===== config.mk =====
export PLATFORM = sky130hd
export DESIGN_NAME = enfa_ram
export DESIGN_NICKNAME = d
export VERILOG_FILES = /design/src/hw/rtl/enfa_ram.sv
export SDC_FILE = /design/constraint.sdc
export NUM_CORES = 1
export LEC_CHECK = 0
export BUFFER_PORTS_ARGS = -buffer_cell sky130_fd_sc_hd__buf_4
export CAP_MARGIN = 10
export CORE_ASPECT_RATIO = 0.9
export CORE_MARGIN = 10
export CORE_UTILIZATION = 60
export CTS_CLUSTER_DIAMETER = 80
export DETAILED_ROUTE_END_ITERATION = 16
export PLACE_DENSITY = 0.84
export SLEW_MARGIN = 20
export SYNTH_ARGS = -nofsm -noshare
export SYNTH_HDL_FRONTEND = slang
export SYNTH_SLANG_ARGS = --single-unit
export TNS_END_PERCENT = 5

===== constraint.sdc =====
create_clock -name clk -period 3.6 [get_ports clk]
set_clock_uncertainty 0.1 [all_clocks]
set_input_delay 0.9 -clock clk [delete_from_list [all_inputs] [get_ports clk]]
set_output_delay 0.9 -clock clk [all_outputs]
set_load 0.005 [all_outputs]

===== src/hw/rtl/enfa_ram.sv =====
// Generic single-port synchronous RAM with registered read.
// No dependencies.
module enfa_ram #(
    parameter int WIDTH = 16,
    parameter int DEPTH = 16
) (
    input  logic                     clk,
    input  logic                     we,
    input  logic [$clog2(DEPTH)-1:0] addr,
    input  logic [WIDTH-1:0]         wdata,
    output logic [WIDTH-1:0]         rdata
);
    logic [WIDTH-1:0] mem [DEPTH];

    always_ff @(posedge clk)
    begin
        if (we)
        begin
            mem[addr] <= wdata;
        end
        rdata <= mem[addr];
    end
endmodule


# [Word level (Yosys, flattened, before mapping)]
# Memories as Yosys holds them, arrays and structs flattened. A register that Yosys moved wholly into a read port is not among the register bits.
# Index checks and enable logic that the tools add are counted.
[totals] reg_bits=0 mem_bits_rw=256 inputBits=22 output_inout_bits=16 word_cells=3 memories=1
[classes] mux=2
[memory_table] name="mem" words=16 word_bits=16 rd=1 rd_ports_with_merged_regs=1 write_ports=1 line="13" text="logic [WIDTH-1:0] mem [DEPTH];"
[ops] op="$mux 1" n=2

# [Logic depth before layout (Yosys ltp)]
# Gate-level depths: netlist (run 1).
[logic_depth] depth_word=2 mapped_depth=5

# [Worst setup path after synthesis (run 1)]
# Ideal clock, no wire load.
[synth_timing] path_kind="input -> register" startpoint="input port addr[2]" endpoint="memory mem[0][0] (enable)" t_arrival_ps=2546 t_required_ps=3091 path_slack_ps=545 stages=2 n_path_buf=0 cell_sequence="or3b_2 -> nor3_1"
[synth_lines] element="start: declaration" line="9" text="input logic [$clog2(DEPTH)-1:0] addr,"
[synth_lines] element="end: declaration" line="13"
# Straight into the memory's write port.

==> metrics.txt, run 1 <==
Worst Setup Path Type=input pin to register; Leak Pwr=between 3 and 4 nW; Setup violations, final=0; Core Region=around 16000 sq um; status=complete, no violations; prevailing post-synth register cell=edfxtp_1; Worst-Skew Late Latency=between 500 and 600 ps; design area=11500 sq um; Pre-antenna DRT Iters=5; final hold vios=0; RSZ-0062 raised after global routing=false; PortBufs=37; Detailed Route Iter0 Violations=533; Die Height=between 100 and 150 microns; top-area cell type share of the netlist area=0.767; Layout Cells excl Fill=732; Gate Count Post-Synth=434; via count=4665; Synth async-reset ratio=0; placed insts=688; total negative setup slack=0 ps; ANT cells=0; total power=6.32 mW; GPL Wtd Cong=0.796; FF+latch count, synth=between 200 and 300; largest net degree at the start of global routing=51; Layout Nets=530; Area after DPL=10700 sq um; Power Dens Cells=550 nW/um^2; Die ar.=22300 sq um; WP buf/inv=2; Synth top cells by count=edfxtp_1 (256), mux4_2 (62), a22oi_1 (32); CTS Buf Count=25; initial antenna violation count=0; relative slew slack=0.355; GR Overflow Total=0; Post-CTS Hold Buffers=0; slowest stage delay, CP=550 ps; critical path launch point type=input pin; Detailed Route WL=between 20000 and 25000 microns; layout cells sized above 1=0.345; Crit path arrival time=around 2700 ps; All-Layer GR Usage=0.187; antenna-violating nets left=0; Root Driver=clkbuf_16; Synth cell types=18; Peak Freq=about 410 MHz; postcts setup bufs=0; synth top area cells=edfxtp_1 (77%), mux4_2 (14%), dfxtp_1 (3.2%), a22oi_1 (2.4%), nand2_1 (0.64%); Std-Cell Rows=44; Peak VDD IR=0.465 mV; H-Tree Level Count=1; Final Util=0.707; period utilization=0.674; worst path cell trace=buf_4 > buf_4 > mux4_2 > a22oi_1 > nand2_1; post-CTS resize count=0; Setup WS post-layout=about 1200 ps; Slowest-stage cell, CP=buf_4; endpoint class of the critical path=register; number of warnings issued by yosys=0; Synth-to-Final Area Change=14.6%; post-synth top area cell=edfxtp_1; Slew @ Worst Pin=963 ps; most numerous cell in the Yosys netlist=edfxtp_1; WL/cell=around 28 microns; Critical Path RT=roughly 3900 ps; dpl hpwl=approximately 12000 microns; synthesized cell area=roughly 10000 sq um; Mean Syn Cell Area=23.1 sq um; Max-cap violations=0; critical-path maximum fanout=50; syn nets=about 460; number of global-route vias before repair=5087; Top delay family on crit path=buffers and inverters; Worst Hold Class=register to register; Die Wd=about 160 microns; Final Max Tran Viols=0; total clock sinks=272; hold slack=570 ps; clock tree from TritonCTS=done; post-synthesis sequential area ratio=0.799; DRC viols=0; initial core utilization=0.617; first-pass GRT wire length=about 31000 microns; number of synthesized flops with an enable pin=256; Worst-path clk slew=60 ps; pre-CTS WS=646 ps; maximum root-to-sink buffer count=3; Vias/cell=6.37; IO Count=38; crit path time final=2420 ps; CP dominant cell by count=buf_4
-- placed cells by master, fill, tap and decap left out, types with 4 or more instances in the layout --
| cell type | n |
|---|---|
| clkbuf_1 | 7 |
| clkinv_1 | 5 |
| a22oi_1 | 32 |
| dfxtp_1 | 16 |
| nor2_2 | 12 |
| clkbuf_16 | 25 |
| nor3_2 | 4 |
| mux4_2 | 62 |
| nand2_1 | 17 |
| edfxtp_1 | 256 |
| buf_4 | 69 |
| clkinv_2 | 4 |
-- logic make-up after synthesis --
kind of cell / count (synthesis) / share of synthesized area
muxes: 64 / 0.145
AOI/OAI and AO/OA: 32 / 0.0240
DFF: 272 / 0.799
buffers and inverters: 23 / 0.0134
and+or+nand+nor: 43 / 0.0192
-- worst min-delay path, cell delays in order (launching register included) --
cell and delay [ps]:
edfxtp_1 310, mux4_2 220, a22oi_1 60, nand2_1 60
-- area by class of cell --
type	count	area (sq um)
fill	924	4760
sequential	272	8010
tap	207	259
clock buffer	34	679
multi-input combinational	139	1930
timing repair buffer	70	538
clock inverter	10	68.8
-- routing by layer --
metal / part of all wire / global-route usage
met2: 0.51 / 0.306
met4: 0.023 / 0.0551
met3: 0.090 / 0.0414
met5: 0 / 0
met1: 0.38 / 0.249
-- worst paths after layout --
| kind | startpoint | end | slack, ps | depth (start not counted) |
|---|---|---|---|---|
| setup / recovery | addr[1] | rdata[3]$_DFF_P_ | 1180 | 5 |
| hold / removal | mem[14][4]$_DFFE_PP_ | rdata[4]$_DFF_P_ | 570 | 3 |
| setup reg to reg | mem[8][14]$_DFFE_PP_ | rdata[14]$_DFF_P_ | 2090 | 3 |
| hold reg to reg | mem[14][4]$_DFFE_PP_ | rdata[4]$_DFF_P_ | 570 | 3 |
-- power breakdown --
| group | switching, mW | leakage, nW | total, mW | internal (mW) |
|---|---|---|---|---|
| combinational | 0.182 | 0.947 | 0.332 | 0.150 |
| clock | 1.04 | 0.368 | 2.42 | 1.38 |
| sequential | 0.0217 | 2.45 | 3.56 | 3.54 |
-- registers in the layout, indices dropped and copies added, names as in the netlist --
register	cells
mem	256
rdata	16
Note: power is estimated with default switching activity, not from simulation.
==> inputs of run 2 (changes only) <==
--- a/config.mk
+++ b/config.mk
@@ -9,10 +9,10 @@
 export CAP_MARGIN = 10
 export CORE_ASPECT_RATIO = 0.9
 export CORE_MARGIN = 10
-export CORE_UTILIZATION = 60
+export CORE_UTILIZATION = 55
 export CTS_CLUSTER_DIAMETER = 80
 export DETAILED_ROUTE_END_ITERATION = 16
-export PLACE_DENSITY = 0.84
+export PLACE_DENSITY = 0.81
 export SLEW_MARGIN = 20
 export SYNTH_ARGS = -nofsm -noshare
 export SYNTH_HDL_FRONTEND = slang
==> constraint.sdc (replaced) <==
create_clock -name clk -period 2.1 [get_ports clk]
set_clock_uncertainty 0.1 [all_clocks]
set_input_delay 0.525 -clock clk [delete_from_list [all_inputs] [get_ports clk]]
set_output_delay 0.525 -clock clk [all_outputs]
set_load 0.005 [all_outputs]
==> run 2 against run 1 <==
Critical path depth fell by 4. Final cell count up 6.1%. Design area is 2.9% higher. Sequential cell count stayed put. Non-clock buffer count is 11 higher. Setup slack got worse by 680 ps. Sequential power grew 72%.
==> metrics.txt, run 2 (same netlist as run 1, synthesis figures left out) <==
RSZ-0062 raised after global routing=false; Area after DPL=around 11000 sq um; Die Wd=162 microns; Worst Hold Class=input pin to register; Leak Pwr=3.89 nW; Max-cap violations=0; Worst Setup Path Type=register to output port; Largest Register=mem; Peak VDD IR=between 0.7 and 0.8 mV; CTS Buf Count=25; H-Tree Level Count=1; status=complete, no violations; largest registers=mem x256, rdata x16; Final Util=0.664; first-pass GRT wire length=31500 microns; Setup violations, final=0; pre-CTS WS=27.2 ps; clock tree from TritonCTS=done; Worst-path clk slew=~60 ps; Core Region=17800 sq um; Pre-antenna DRT Iters=5; antenna-violating nets left=0; Post-CTS Hold Buffers=0; critical-path maximum fanout=1; Detailed Route WL=20900 microns; largest net degree at the start of global routing=28; initial core utilization=0.564; Die ar.=24000 sq um; Layout Cells excl Fill=777; Largest register FFs=256; Top delay family on crit path=flip-flops; met1 WL=8220 microns; Critical Path RT=1470 ps; Worst-Skew Late Latency=520 ps; IO Count=38; Setup WS post-layout=approximately 490 ps; post-CTS resize count=0; Die Height=148 microns; maximum root-to-sink buffer count=3; dpl hpwl=12800 microns; Root Driver=clkbuf_16; met2 wire len=between 10000 and 15000 microns; via count=4773; Vias/cell=6.14; postcts setup bufs=0; design area=around 12000 sq um; most common cell after layout, fill and taps aside=edfxtp_1; endpoint class of the critical path=output port; relative slew slack=0.387; ANT cells=0; Crit path arrival time=a little under 1000 ps; worst path cell trace=buf_4; DRC viols=0; top routing layer used=met4; placed insts=roughly 730; final hold vios=0; crit path time final=around 1600 ps; WL/cell=about 27 microns; Met3 Wirelength=roughly 2100 microns; Peak Freq=622 MHz; All-Layer GR Usage=0.174; Slew @ Worst Pin=slightly above 900 ps; initial antenna violation count=0; GPL Wtd Cong=0.775; total clock sinks=272; Slowest-stage cell, CP=dfxtp_1; period utilization=0.765; FILL cells=roughly 1100; Power Dens Cells=951 nW/um^2; layout cells sized above 1=0.365; GR Overflow Total=0; Detailed Route Iter0 Violations=647; hold slack=202 ps; most frequent cells in the layout=edfxtp_1 (256), buf_4 (70), mux4_2 (62), a22oi_1 (32), clkbuf_16 (25); Final Max Tran Viols=0; Layout Nets=541; Synth-to-Final Area Change=17.9%; Std-Cell Rows=46; slowest stage delay, CP=350 ps; critical path launch point type=register; number of global-route vias before repair=4977; total power=between 10 and 15 mW; WP buf/inv=1; PortBufs=37; total negative setup slack=0 ps
==> run 2: cell count changes in the layout (fill, tap and decap cells not counted), sizes merged <==
cell / change
clkinv: -4
bufinv: +2
clkbuf: +1
clkinvlp: +2
buf: +11
==> run 2: path summary, 6_finish.rpt <==
kind,cells past startpoint,slack [ps],endpoint,startpoint
hold reg to reg,3,580,rdata[3]$_DFF_P_,mem[14][3]$_DFFE_PP_
setup / recovery,1,490,rdata[0],rdata[0]$_DFF_P_
hold / removal,1,200,mem[8][3]$_DFFE_PP_,wdata[3]
setup reg to reg,3,610,rdata[9]$_DFF_P_,mem[3][9]$_DFFE_PP_
==> run 2: cell type report <==
| type | instances | area (sq um) | share of cell area |
|---|---|---|---|
| Sequential cell | 272 | 8010 | 0.678 |
| Tap cell | 240 | 300 | 0.0254 |
| Clock buffer | 35 | 703 | 0.0595 |
| Timing Repair Buffer | 81 | 746 | 0.0631 |
| Clock inverter | 10 | 126 | 0.0107 |
| Multi-Input combinational cell | 139 | 1930 | 0.164 |
==> run 2: report_power, final <==
part           switching [mW]  internal, mW
clock network            1.83          2.70
logic                   0.319         0.282
registers              0.0391          6.07
total                    2.19          9.05
==> run 2: per-layer routing <==
metal / vias to the layer above / global-route usage
met4: 0 / 0.0459
met3: 44 / 0.0453
met2: 259 / 0.274
met5: - / 0
met1: 2467 / 0.239
li1: 2003 / -
==> inputs of run 3 (changes only) <==
--- a/config.mk
+++ b/config.mk
@@ -5,14 +5,15 @@
 export SDC_FILE = /design/constraint.sdc
 export NUM_CORES = 1
 export LEC_CHECK = 0
+export ABC_AREA = 1
 export BUFFER_PORTS_ARGS = -buffer_cell sky130_fd_sc_hd__buf_4
 export CAP_MARGIN = 10
 export CORE_ASPECT_RATIO = 0.9
 export CORE_MARGIN = 10
-export CORE_UTILIZATION = 55
+export CORE_UTILIZATION = 60
 export CTS_CLUSTER_DIAMETER = 80
 export DETAILED_ROUTE_END_ITERATION = 16
-export PLACE_DENSITY = 0.81
+export PLACE_DENSITY = 0.83
 export SLEW_MARGIN = 20
 export SYNTH_ARGS = -nofsm -noshare
 export SYNTH_HDL_FRONTEND = slang
==> constraint.sdc (replaced) <==
create_clock -name clk -period 1.7 [get_ports clk]
set_clock_uncertainty 0.1 [all_clocks]
set_input_delay 0.425 -clock clk [delete_from_list [all_inputs] [get_ports clk]]
set_output_delay 0.425 -clock clk [all_outputs]
set_load 0.005 [all_outputs]
==> run 3 against run 2 <==
Via count is 62% higher. Hold slack got worse by 98 ps. Sequential share of layout area decreased by 7.4 points. Non-clock buffer count increased by 18. Combinational power is 71% higher. Count of clock-buffer cells in the layout is 4 lower. Area after synthesis grew 11%. Critical path type unchanged.
==> metrics.txt, run 3 <==
Final Max Tran Viols=0; Pre-antenna DRT Iters=6; IO Count=38; Setup WS post-layout=48.6 ps; initial antenna violation count=0; Peak Freq=606 MHz; Worst-Skew Late Latency=530 ps; FILL cells=1177; critical path launch point type=register; total clock sinks=272; prevailing post-synth register cell=edfxtp_1; number of synthesized flops with an enable pin=roughly 260; Detailed Route Iter0 Violations=950; syn nets=around 1100; total power=14.7 mW; Root Driver=clkbuf_16; Power Dens Cells=about 1100 nW/um^2; Layout Nets=about 1200; total negative setup slack=0 ps; CTS Buf Count=26; dpl hpwl=around 16000 microns; pre-CTS WS=-82.7 ps; relative slew slack=0.721; Largest Register=mem; post-CTS resize count=0; Worst Setup Path Type=register to output port; Multi-input gate area=2860 sq um; Slew @ Worst Pin=418 ps; synth top area cells=edfxtp_1 (69%), nand2_1 (23%), dfxtp_1 (2.9%), inv_1 (1.3%), buf_2 (1.3%); status=complete, no violations; worst path cell trace=buf_4; most numerous cell in the Yosys netlist=nand2_1; largest net degree at the start of global routing=44; period utilization=0.971; clock tree from TritonCTS=done; PortBufs=37; Setup violations, final=0; Gate Count Post-Synth=1070; synthesized cell area=11200 sq um; DRC viols=0; Largest register FFs=between 200 and 300; post-synth top area cell=edfxtp_1; maximum root-to-sink buffer count=3; initial core utilization=0.608; post-synthesis sequential area ratio=0.718; Worst-path clk slew=roughly 60 ps; postcts setup bufs=0; Critical Path RT=approximately 1200 ps; most common cell after layout, fill and taps aside=nand2_1; layout cells sized above 1=0.139; RSZ-0062 raised after global routing=false; Peak VDD IR=1.06 mV; Die ar.=24400 sq um; Detailed Route WL=~27000 microns; first-pass GRT wire length=42000 microns; Max-cap violations=0; Leak Pwr=5.65 nW; Synth top cells by count=nand2_1 (690), edfxtp_1 (256), inv_1 (38); FF/Latch Area=8010 sq um; Synth-to-Final Area Change=19.0%; crit path time final=1650 ps; top-area cell type share of the netlist area=0.689; Die Wd=164 microns; number of global-route vias before repair=7540; number of warnings issued by yosys=0; most frequent cells in the layout=nand2_1 (690), edfxtp_1 (256), buf_4 (75), inv_1 (37), clkbuf_16 (27); Slowest-stage cell, CP=dfxtp_1; antenna-violating nets left=0; GPL Wtd Cong=0.828; Die Height=149 microns; Worst Hold Class=input pin to register; Std-Cell Rows=47; Synth cell types=13; slowest stage delay, CP=450 ps; final hold vios=0; critical-path maximum fanout=1; Top delay family on crit path=flip-flops; ANT cells=0; Mean Syn Cell Area=approximately 10 sq um; FF+latch count, synth=272; Core Region=18300 sq um; H-Tree Level Count=1; All-Layer GR Usage=0.223; Crit path arrival time=1130 ps; largest registers=mem x256, rdata x16; via count=7741; Post-CTS Hold Buffers=0; endpoint class of the critical path=output port; WL/cell=19.1 microns; WP buf/inv=1; GR Overflow Total=0; Vias/cell=5.47; Synth async-reset ratio=0
-- run 3: changes by cell type in the layout (fill, tap and decap cells not counted), moves of 3 or more --
| cell | previous run | this run |
|---|---|---|
| nor3_2 | 4 | 0 |
| nor2_4 | 0 | 17 |
| nor2_2 | 12 | 1 |
| a22oi_1 | 32 | 0 |
| nand3_4 | 0 | 4 |
| buf_4 | 70 | 75 |
| clkbuf_8 | 4 | 0 |
| buf_12 | 11 | 24 |
| nand2_1 | 17 | 690 |
| inv_1 | 0 | 37 |
| mux4_2 | 62 | 0 |
| clkinv_2 | 2 | 5 |
-- run 3: power breakdown --
group / switching [mW] / internal, mW
Sequential: 0.0659 / 7.49
Combinational: 0.678 / 0.352
Clock: 2.41 / 3.66
-- run 3: cell type report --
| cell class | count | share of cell area |
|---|---|---|
| sequential | 272 | 0.604 |
| multi-input combinational | 712 | 0.215 |
| timing repair buffer | 99 | 0.0786 |
| clock buffer | 31 | 0.0521 |
| tap | 245 | 0.0231 |
| clock inverter | 17 | 0.0160 |
| inverter | 39 | 0.0112 |
-- run 3: metal layers --
metal	GRT usage	routed length [microns]	up-vias
li1	-	-	3589
met1	0.296	10300	3676
met2	0.365	13100	418
met3	0.0469	2850	58
met4	0.0661	775	0
met5	0	0	-
-- run 3: path summary, 6_finish.rpt --
kind | start | endpoint | slack (ps) | cells past startpoint
max | rdata[11]$_DFF_P_ | rdata[11] | 50 | 1
min | wdata[12] | mem[5][12]$_DFFE_PP_ | 100 | 1
max reg2reg | mem[1][15]$_DFFE_PP_ | rdata[15]$_DFF_P_ | 570 | 8
min reg2reg | mem[7][11]$_DFFE_PP_ | rdata[11]$_DFF_P_ | 600 | 8
-- run 3: worst reg2reg max path: cells and delay by family (launching register included) --
family	cells	cell delay (ps)
flip-flops	1	390
buffers and inverters	1	70
AND/OR/NAND/NOR	7	460
-- run 3: through the flow --
stage	instance area [sq um]	hold slack [ps]	util	std cells
CTS	13300	89.2	0.723	1415
finish	13300	104	0.723	1415
global placement	12400	575	0.674	1367
detailed placement	12400	585	0.674	1367
floorplan	11300	424	-	1070
global route	13300	112	0.723	1415
-- run 3: cell families after synthesis --
family / count (synthesis) / share of synthesized area
AND/OR/NAND/NOR: 712 / 0.241
flip-flops: 272 / 0.718
buffers and inverters: 86 / 0.0414
